===== config.mk =====
export PLATFORM = sky130hd
export DESIGN_NAME = efab_fpu
export DESIGN_NICKNAME = d
export VERILOG_FILES = /design/src/rtl/efab_pkg.sv /design/src/rtl/efab_fpu.sv
export SDC_FILE = /design/constraint.sdc
export NUM_CORES = 2
export LEC_CHECK = 0
export ABC_CLOCK_PERIOD_IN_PS = 19500
export BUFFER_PORTS_ARGS = -buffer_cell sky130_fd_sc_hd__buf_2
export CAP_MARGIN = 40
export CORE_MARGIN = 5
export CORE_UTILIZATION = 47
export CTS_BUF_LIST = sky130_fd_sc_hd__clkbuf_4 sky130_fd_sc_hd__clkbuf_8
export CTS_CLUSTER_DIAMETER = 80
export DETAILED_ROUTE_END_ITERATION = 10
export SLEW_MARGIN = 20
export SYNTH_ARGS = -nofsm -noshare
export SYNTH_HDL_FRONTEND = slang
export SYNTH_SLANG_ARGS = --single-unit
export TNS_END_PERCENT = 100

===== constraint.sdc =====
create_clock -name i_clk -period 19.5 [get_ports i_clk]
set_input_delay 3.9 -clock i_clk [delete_from_list [all_inputs] [get_ports i_clk]]
set_output_delay 3.9 -clock i_clk [all_outputs]
set_load 0.01 [all_outputs]

===== src/rtl/efab_pkg.sv =====
// shared types and constants for the elementwise float alu with broadcast
package efab_pkg;

    localparam int VALUE_W = 32;
    localparam int LEN_W   = 11;
    localparam int IDX_W   = 10;
    localparam int POS_LIMIT = 1024;

    localparam logic [31:0] CANON_NAN = 32'h7FC0_0000;

    typedef enum logic [2:0] {
        OP_ADD  = 3'd0,
        OP_SUB  = 3'd1,
        OP_MUL  = 3'd2,
        OP_DIV  = 3'd3,
        OP_RELU = 3'd4
    } t_arith_op;

    // configuration register indexes
    localparam logic CFG_ARITH_OP = 1'b0;
    localparam logic CFG_B_LENGTH = 1'b1;

    // transaction kinds
    localparam logic OPN_LOAD = 1'b0;
    localparam logic OPN_ELEM = 1'b1;

    typedef enum logic [1:0] {
        FOP_ADD = 2'd0,
        FOP_SUB = 2'd1,
        FOP_MUL = 2'd2,
        FOP_DIV = 2'd3
    } t_fpu_op;

    typedef struct packed {
        logic    start;
        t_fpu_op op;
    } t_fpu_req;

    typedef enum logic [3:0] {
        FS_IDLE,
        FS_PRE,
        FS_ALIGN,
        FS_ADD,
        FS_MUL,
        FS_MUL2,
        FS_DIVSET,
        FS_DIV,
        FS_NORM,
        FS_UNDER,
        FS_ROUND,
        FS_DONE
    } t_fpu_state;

    typedef enum logic [1:0] {
        ST_IDLE,
        ST_EXEC,
        ST_WAIT,
        ST_DONE
    } t_top_state;

endpackage


===== src/rtl/efab_fpu.sv =====
// iterative binary32 add, subtract, multiply and divide unit
module efab_fpu (
    input  logic                i_clk,
    input  logic                i_rst_n,
    input  efab_pkg::t_fpu_req  i_req,
    input  logic [31:0]         i_a,
    input  logic [31:0]         i_b,
    output logic                o_done,
    output logic [31:0]         o_result
);

    efab_pkg::t_fpu_state r_state, n_state;
    efab_pkg::t_fpu_op    r_op, n_op;
    logic                 r_sa, n_sa, r_sb, n_sb, r_s, n_s;
    logic signed [11:0]   r_ea, n_ea, r_eb, n_eb, r_e, n_e;
    logic [26:0]          r_ma, n_ma, r_mb, n_mb;
    logic [27:0]          r_m, n_m;
    logic [25:0]          r_q, n_q;
    logic [24:0]          r_rem, n_rem;
    logic [47:0]          r_prod, n_prod;
    logic [4:0]           r_cnt, n_cnt;
    logic [31:0]          r_res, n_res;

    // operand decode
    logic [7:0]  ae, be;
    logic        anan, bnan, ainf, binf, azero, bzero, sbe, sx;
    logic        special;
    logic [31:0] spec_res;
    logic signed [11:0] ae_e, be_e;
    logic [26:0] am, bm;

    // rounding
    logic        inc;
    logic [24:0] rsum;
    logic [23:0] rmant;
    logic signed [11:0] ref_e;
    logic signed [11:0] diff;

    always_comb begin
        ae    = i_a[30:23];
        be    = i_b[30:23];
        anan  = (ae == 8'hFF) && (i_a[22:0] != 23'd0);
        bnan  = (be == 8'hFF) && (i_b[22:0] != 23'd0);
        ainf  = (ae == 8'hFF) && (i_a[22:0] == 23'd0);
        binf  = (be == 8'hFF) && (i_b[22:0] == 23'd0);
        azero = (i_a[30:0] == 31'd0);
        bzero = (i_b[30:0] == 31'd0);
        sbe   = i_b[31] ^ (i_req.op == efab_pkg::FOP_SUB);
        sx    = i_a[31] ^ i_b[31];
        ae_e  = (ae == 8'd0) ? 12'sd1 : $signed({4'd0, ae});
        be_e  = (be == 8'd0) ? 12'sd1 : $signed({4'd0, be});
        am    = {ae != 8'd0, i_a[22:0], 3'b000};
        bm    = {be != 8'd0, i_b[22:0], 3'b000};
        special  = 1'b1;
        spec_res = efab_pkg::CANON_NAN;
        unique case (i_req.op)
            efab_pkg::FOP_ADD, efab_pkg::FOP_SUB: begin
                if (anan || bnan)        spec_res = efab_pkg::CANON_NAN;
                else if (ainf && binf)   spec_res = (i_a[31] != sbe) ? efab_pkg::CANON_NAN : i_a;
                else if (ainf)           spec_res = i_a;
                else if (binf)           spec_res = {sbe, i_b[30:0]};
                else if (azero && bzero) spec_res = {i_a[31] & sbe, 31'd0};
                else if (bzero)          spec_res = i_a;
                else if (azero)          spec_res = {sbe, i_b[30:0]};
                else                     special  = 1'b0;
            end
            efab_pkg::FOP_MUL: begin
                if (anan || bnan)                          spec_res = efab_pkg::CANON_NAN;
                else if ((ainf && bzero) || (binf && azero)) spec_res = efab_pkg::CANON_NAN;
                else if (ainf || binf)                     spec_res = {sx, 8'hFF, 23'd0};
                else if (azero || bzero)                   spec_res = {sx, 31'd0};
                else                                       special  = 1'b0;
            end
            efab_pkg::FOP_DIV: begin
                if (anan || bnan)       spec_res = efab_pkg::CANON_NAN;
                else if (bzero)         spec_res = azero ? efab_pkg::CANON_NAN : {sx, 8'hFF, 23'd0};
                else if (ainf && binf)  spec_res = efab_pkg::CANON_NAN;
                else if (ainf)          spec_res = {sx, 8'hFF, 23'd0};
                else if (binf || azero) spec_res = {sx, 31'd0};
                else                    special  = 1'b0;
            end
            default: special = 1'b1;
        endcase
    end

    always_comb begin
        inc   = r_m[2] & (r_m[1] | r_m[0] | r_m[3]);
        rsum  = {1'b0, r_m[26:3]} + {24'd0, inc};
        if (rsum[24]) begin
            rmant = rsum[24:1];
            ref_e = r_e + 12'sd1;
        end else begin
            rmant = rsum[23:0];
            ref_e = r_e;
        end
        diff = r_ea - r_eb;
    end

    always_comb begin
        n_state = r_state;
        n_op = r_op;   n_sa = r_sa;   n_sb = r_sb;   n_s = r_s;
        n_ea = r_ea;   n_eb = r_eb;   n_e = r_e;
        n_ma = r_ma;   n_mb = r_mb;   n_m = r_m;
        n_q = r_q;     n_rem = r_rem; n_prod = r_prod;
        n_cnt = r_cnt; n_res = r_res;
        o_done = 1'b0;
        unique case (r_state)
            efab_pkg::FS_IDLE: begin
                if (i_req.start) begin
                    n_op = i_req.op;
                    if (special) begin
                        n_res   = spec_res;
                        n_state = efab_pkg::FS_DONE;
                    end else if (i_req.op == efab_pkg::FOP_ADD ||
                                 i_req.op == efab_pkg::FOP_SUB) begin
                        // larger exponent goes to the a side
                        if (ae_e < be_e) begin
                            n_sa = sbe;      n_ea = be_e; n_ma = bm;
                            n_sb = i_a[31];  n_eb = ae_e; n_mb = am;
                        end else begin
                            n_sa = i_a[31];  n_ea = ae_e; n_ma = am;
                            n_sb = sbe;      n_eb = be_e; n_mb = bm;
                        end
                        n_state = efab_pkg::FS_ALIGN;
                    end else begin
                        n_s  = sx;
                        n_ea = ae_e; n_ma = am;
                        n_eb = be_e; n_mb = bm;
                        n_state = efab_pkg::FS_PRE;
                    end
                end
            end
            efab_pkg::FS_PRE: begin
                // bring subnormal operands to a leading one
                if (!r_ma[26]) begin
                    n_ma = {r_ma[25:0], 1'b0};
                    n_ea = r_ea - 12'sd1;
                end else if (!r_mb[26]) begin
                    n_mb = {r_mb[25:0], 1'b0};
                    n_eb = r_eb - 12'sd1;
                end else if (r_op == efab_pkg::FOP_MUL) begin
                    n_state = efab_pkg::FS_MUL;
                end else begin
                    n_state = efab_pkg::FS_DIVSET;
                end
            end
            efab_pkg::FS_ALIGN: begin
                if (diff > 12'sd27) begin
                    n_mb = {26'd0, |r_mb};
                    n_eb = r_ea;
                end else if (diff != 12'sd0) begin
                    n_mb = {1'b0, r_mb[26:2], r_mb[1] | r_mb[0]};
                    n_eb = r_eb + 12'sd1;
                end else begin
                    n_state = efab_pkg::FS_ADD;
                end
            end
            efab_pkg::FS_ADD: begin
                n_e = r_ea;
                if (r_sa == r_sb) begin
                    n_m = {1'b0, r_ma} + {1'b0, r_mb};
                    n_s = r_sa;
                end else if (r_ma >= r_mb) begin
                    n_m = {1'b0, r_ma} - {1'b0, r_mb};
                    n_s = r_sa;
                end else begin
                    n_m = {1'b0, r_mb} - {1'b0, r_ma};
                    n_s = r_sb;
                end
                if (r_sa != r_sb && r_ma == r_mb) begin
                    n_res   = 32'd0;
                    n_state = efab_pkg::FS_DONE;
                end else begin
                    n_state = efab_pkg::FS_NORM;
                end
            end
            efab_pkg::FS_MUL: begin
                n_prod  = r_ma[26:3] * r_mb[26:3];
                n_state = efab_pkg::FS_MUL2;
            end
            efab_pkg::FS_MUL2: begin
                n_m = {1'b0, r_prod[47:22], |r_prod[21:0]};
                n_e = r_ea + r_eb - 12'sd126;
                n_state = efab_pkg::FS_NORM;
            end
            efab_pkg::FS_DIVSET: begin
                if (r_ma[26:3] < r_mb[26:3]) begin
                    n_rem = {r_ma[26:3], 1'b0};
                    n_e   = r_ea - r_eb + 12'sd126;
                end else begin
                    n_rem = {1'b0, r_ma[26:3]};
                    n_e   = r_ea - r_eb + 12'sd127;
                end
                n_cnt   = 5'd0;
                n_q     = 26'd0;
                n_state = efab_pkg::FS_DIV;
            end
            efab_pkg::FS_DIV: begin
                // one restoring quotient bit per cycle
                if (r_rem >= {1'b0, r_mb[26:3]}) begin
                    n_q   = {r_q[24:0], 1'b1};
                    n_rem = {r_rem[23:0] - r_mb[26:3], 1'b0};
                end else begin
                    n_q   = {r_q[24:0], 1'b0};
                    n_rem = {r_rem[23:0], 1'b0};
                end
                n_cnt = r_cnt + 5'd1;
                if (r_cnt == 5'd25) begin
                    n_m     = {1'b0, n_q, r_rem >= {1'b0, r_mb[26:3]} ?
                               (r_rem != {1'b0, r_mb[26:3]}) : (r_rem != 25'd0)};
                    n_state = efab_pkg::FS_NORM;
                end
            end
            efab_pkg::FS_NORM: begin
                if (r_m[27]) begin
                    n_m = {1'b0, r_m[27:2], r_m[1] | r_m[0]};
                    n_e = r_e + 12'sd1;
                end else if (!r_m[26] && r_e > 12'sd1) begin
                    n_m = {r_m[26:0], 1'b0};
                    n_e = r_e - 12'sd1;
                end else begin
                    n_state = efab_pkg::FS_UNDER;
                end
            end
            efab_pkg::FS_UNDER: begin
                // denormalize toward the subnormal range
                if (r_e < 12'sd1) begin
                    n_m = {1'b0, r_m[27:2], r_m[1] | r_m[0]};
                    n_e = r_e + 12'sd1;
                end else begin
                    n_state = efab_pkg::FS_ROUND;
                end
            end
            efab_pkg::FS_ROUND: begin
                if (ref_e >= 12'sd255) begin
                    n_res = {r_s, 8'hFF, 23'd0};
                end else begin
                    n_res = {r_s, rmant[23] ? ref_e[7:0] : 8'd0, rmant[22:0]};
                end
                n_state = efab_pkg::FS_DONE;
            end
            efab_pkg::FS_DONE: begin
                o_done  = 1'b1;
                n_state = efab_pkg::FS_IDLE;
            end
            default: n_state = efab_pkg::FS_IDLE;
        endcase
    end

    assign o_result = r_res;

    always_ff @(posedge i_clk) begin
        if (!i_rst_n) begin
            r_state <= efab_pkg::FS_IDLE;
        end else begin
            r_state <= n_state;
        end
    end

    always_ff @(posedge i_clk) begin
        r_op <= n_op;  r_sa <= n_sa;  r_sb <= n_sb;  r_s <= n_s;
        r_ea <= n_ea;  r_eb <= n_eb;  r_e <= n_e;
        r_ma <= n_ma;  r_mb <= n_mb;  r_m <= n_m;
        r_q <= n_q;    r_rem <= n_rem; r_prod <= n_prod;
        r_cnt <= n_cnt; r_res <= n_res;
    end

    ast_done_idle_next: assert property (@(posedge i_clk) disable iff (!i_rst_n)
        o_done |=> r_state == efab_pkg::FS_IDLE)
        else $error("fpu did not return to idle after done");
    ast_div_count: assert property (@(posedge i_clk) disable iff (!i_rst_n)
        r_state == efab_pkg::FS_DIV |-> r_cnt <= 5'd25)
        else $error("divide counter overran");
    ast_rem_bound: assert property (@(posedge i_clk) disable iff (!i_rst_n)
        r_state == efab_pkg::FS_DIV |-> r_rem < {r_mb[26:3], 1'b0})
        else $error("divide remainder out of range");

endmodule


==> impl_summary.txt <==
----------------------------------------------------
[Synthesis]
  Number of register bits inferred by synthesis ... 260
  Top area cells in the synthesized netlist ... sky130_fd_sc_hd__fa_1 (25%), sky130_fd_sc_hd__edfxtp_1 (19%), sky130_fd_sc_hd__ha_1 (10%), sky130_fd_sc_hd__inv_1 (6.6%), sky130_fd_sc_hd__nand2_1 (5.4%)
  Top flip-flop cell by instance count after synthesis ... sky130_fd_sc_hd__edfxtp_1
  Most common cell in the netlist ... sky130_fd_sc_hd__inv_1
  Sequential element share of the synthesized area ... 19.62%
  Post-synth ARST share ... 0%
  Post-Synth Adder-Cell Area ... 34.98%
  Total nets after synthesis ... 5486
  Area share of the largest cell type after synthesis ... 24.58%
  Number of enable-type register cells in the synthesized netlist ... 256
  Synth Area in XOR/XNOR ... 4.071%
  Top cells by instance count after synthesis ... sky130_fd_sc_hd__inv_1 (697), sky130_fd_sc_hd__nand2_1 (572), sky130_fd_sc_hd__fa_1 (486), sky130_fd_sc_hd__nor2_1 (485), sky130_fd_sc_hd__ha_1 (329)
  Portion of netlist area occupied by mux cells ... 1.391%
  Post-Synthesis Cell Area ... 0.03959 sq mm
  Post-synthesis instance total ... 4602
  Synth Area per Inst ... 8.602 sq um
  Simple-gate portion of the synthesized area ... 16.24%
  Fraction of the mapped netlist area in compound gates ... 14.53%
  Synth cell types ... 90
  Library cell with the largest summed area after synthesis ... sky130_fd_sc_hd__fa_1
  Largest family of logic cells by synthesized area ... adder cells
  Synthesis warning total ... 0

[Timing]
  Worst clock skew on the final layout ... 47.01 ps
  FMAX ... 112.4 MHz
  Final critical-path share of the clock period ... 45.62%
  Final critical-path required period ... 8897 ps
  Number of hold violations in the final report ... 0
  Worst slew pin tran ... 987.3 ps
  Count of pins over their slew limit ... 0
  Final-report setup violation count ... 0
  Rel. slew slack ... 33.71%
  Unrepaired setup endpoints after global routing ... false
  Aggregate negative setup slack ... 0 ps

[Worst setup path]
  First element of the critical path ... r_ma[16]$_DFFE_PP_
  CP Launch Type ... flip-flop
  Register-to-Register Path Depth ... 22
  End point of the critical path ... r_prod[41]$_DFFE_PP_
  Slack of the worst reg-to-reg path ... 10600 ps
  Class of the most critical setup path ... flip-flop to flip-flop
  Capture instance of the worst register-to-register path ... r_prod[41]$_DFFE_PP_
  Launch instance of the worst register-to-register path ... r_ma[16]$_DFFE_PP_
  CP arrival ... 9410 ps
  CP Max Fanout ... 17
  Slowest cell delay on critical path ... 930 ps
  Critical path data required time ... 20010 ps
  Crit path cell chain ... inv_1, nor2_1, fa_1, fa_1, inv_1, fa_1, inv_1, fa_1, fa_1, fa_1, fa_1, ha_1, a21o_1, a21o_1, a21oi_1, o211ai_1, a211oi_2, o21ai_1, a311o_1, a221o_1, or4_1, nand4_1
  Kind of end point of the critical path ... flip-flop
  Cell with the largest stage delay on the worst path ... sky130_fd_sc_hd__edfxtp_1
  Most frequent CP cell ... sky130_fd_sc_hd__fa_1

[Global routing]
  Number of global-route vias before repair ... 33894
  Global route total overflow ... 0
  Pin count of the biggest net entering global routing ... 67
  Initial antenna violation count ... 6
  GRT Total Usage ... 31.59%
  Global-route wire length before repair ... 216.8 mm

[Die]
  Starting utilization of the core area ... 47.38%
  Number of standard-cell rows in the floorplan ... 106
  Die Ht ... 300.2 um
  Standard cell core area ... 0.08356 sq mm
  I/O pin total ... 102
  Horizontal extent of the die ... 300.2 um
  Die outline area ... 0.09013 sq mm

[Hold path]
  Path type of the worst min-delay path ... flip-flop to flip-flop

[Routing]
  Starting DRC count in detailed routing ... 4194
  DR vias ... 35159
  Via-per-instance ratio ... 6.152
  Count of antenna-violating nets left after detailed routing ... 0
  Detailed-router iteration count before antenna repair ... 8
  Routed wire per std cell ... 25.29 um
  Count of unresolved DRC violations after routing ... 0
  Final Routed Wirelength ... 144.6 mm

[Cells and area]
  Final core utilization ... 50.83%
  Share of layout cells above drive strength 1 ... 7.103%
  Combined area of the multi-input logic cells ... 0.02831 sq mm
  Total Nets Final ... 5481
  Area growth from synthesis to layout ... 7.298%
  Seq. cell area ... 0.007767 sq mm
  Fillers ... 7983

[CTS]
  Clock Sink Count ... 260
  Hold Buf Count CTS ... 0
  Clock root buffer ... sky130_fd_sc_hd__clkbuf_8
  Clock input transition at the sequential cells of the worst setup and hold paths ... 60 ps
  Number of H-tree levels ... 2
  CTS max path bufs ... 3
  Total setup buffers inserted after CTS ... 0
  Resized Gates After CTS ... 0
  Clock tree from TritonCTS ... yes
  CTS buffer count ... 52
  Clock Latency Late Sink ... 690 ps

[Placed design]
  Post-detail-place hpwl ... 113.6 mm
  Count of input and output buffers ... 101
  Final weighted congestion in routability-driven placement ... 1.022

[Run status]
  Status ... finished clean

[Job]
  Number of violations of the max-capacitance limit ... 0

----------------------------------------------------
kinds of logic after synthesis:
logic type,after synthesis
adder cells (fa/ha/maj),815
XOR/XNOR,184
flip-flops,260
AO/OA/AOI/OAI,870
multiplexers,53
other,2
buffers and inverters,957
AND/OR/NAND/NOR,1461
cells in the final DEF (no fill, tap or decap), types with 14 or more instances in the layout:
cell type,count
sky130_fd_sc_hd__a211oi_1,27
sky130_fd_sc_hd__a21o_1,57
sky130_fd_sc_hd__a21oi_1,206
sky130_fd_sc_hd__a221oi_1,71
sky130_fd_sc_hd__a31oi_1,76
sky130_fd_sc_hd__and2_1,36
sky130_fd_sc_hd__and3_1,22
sky130_fd_sc_hd__buf_2,103
sky130_fd_sc_hd__buf_4,74
sky130_fd_sc_hd__clkbuf_4,17
sky130_fd_sc_hd__clkbuf_8,52
sky130_fd_sc_hd__clkinv_1,14
sky130_fd_sc_hd__edfxtp_1,256
sky130_fd_sc_hd__fa_1,486
sky130_fd_sc_hd__ha_1,329
sky130_fd_sc_hd__inv_1,697
sky130_fd_sc_hd__mux2i_1,40
sky130_fd_sc_hd__nand2_1,571
sky130_fd_sc_hd__nand2b_1,19
sky130_fd_sc_hd__nand3_1,78
sky130_fd_sc_hd__nand4_1,38
sky130_fd_sc_hd__nor2_1,483
sky130_fd_sc_hd__nor2b_1,17
sky130_fd_sc_hd__nor3_1,65
sky130_fd_sc_hd__nor4_1,49
sky130_fd_sc_hd__o211ai_1,31
sky130_fd_sc_hd__o21a_1,21
sky130_fd_sc_hd__o21ai_0,172
sky130_fd_sc_hd__o21bai_1,32
sky130_fd_sc_hd__o221ai_1,16
sky130_fd_sc_hd__o22ai_1,21
sky130_fd_sc_hd__or3_1,17
sky130_fd_sc_hd__or4_1,16
sky130_fd_sc_hd__xnor2_1,122
sky130_fd_sc_hd__xor2_1,60
layout make-up:
cell class,count,share of cell area [%]
Sequential cell,260,18.29
Inverter,704,6.221
Multi-Input combinational cell,3385,66.64
Tap cell,1080,3.181
Timing Repair Buffer,194,3.255
Clock inverter,20,0.4095
Antenna cell,3,0.01767
Clock buffer,69,1.985
worst min path at each step:
stage,startpoint,to,slack (ps),cells after the start
detailed placement,r_q[14]$_SDFFCE_PN0P_,r_q[15]$_SDFFCE_PN0P_,540,1
CTS,r_q[20]$_SDFFCE_PN0P_,r_q[21]$_SDFFCE_PN0P_,540,1
global route,r_q[20]$_SDFFCE_PN0P_,r_q[21]$_SDFFCE_PN0P_,570,1
global placement,r_q[23]$_SDFFCE_PN0P_,r_q[24]$_SDFFCE_PN0P_,530,1
floorplan,r_s$_DFFE_PP_,o_result[31]$_DFFE_PP_,520,1
finish,r_q[20]$_SDFFCE_PN0P_,r_q[21]$_SDFFCE_PN0P_,540,1
per-layer routing:
| layer | part of all wire [%] | global-route usage, % | routed length [um] |
|---|---|---|---|
| met5 | 0.0069 | 0 | 10 |
| met4 | 3.7 | 9.778 | 5351 |
| met2 | 42 | 46.13 | 60570 |
| met3 | 12 | 7.098 | 17410 |
| met1 | 42 | 46.89 | 61220 |
per-stage QoR:
step,hold slack [ps],setup WS [ps],area [sq um],instances
floorplan,518.5,11250,39590,4602
global route,568.2,10330,42470,5713
global placement,530.5,10870,41110,5601
detailed placement,542.0,10650,41290,5612
finish,538.4,10600,42470,5715
CTS,538.2,10600,42310,5701
worst max-delay path: cells and delay by family (launching register included):
family                     cells  cell delay [ps]
adders and majority gates      8             3760
AOI/OAI and AO/OA              8             2420
buffers and inverters          3              700
and+or+nand+nor                3              890
DFF                            1              930
registers in the layout, indices dropped and copies added (netlist names), 25 cells and up:
register  flops
r_m          28
r_mb         27
r_ma         25
o_result     32
r_prod       48
r_q          25
r_rem        25
Power is not shown: default switching activity piles up to over one toggle a cycle in this logic, so the estimate is an artifact.
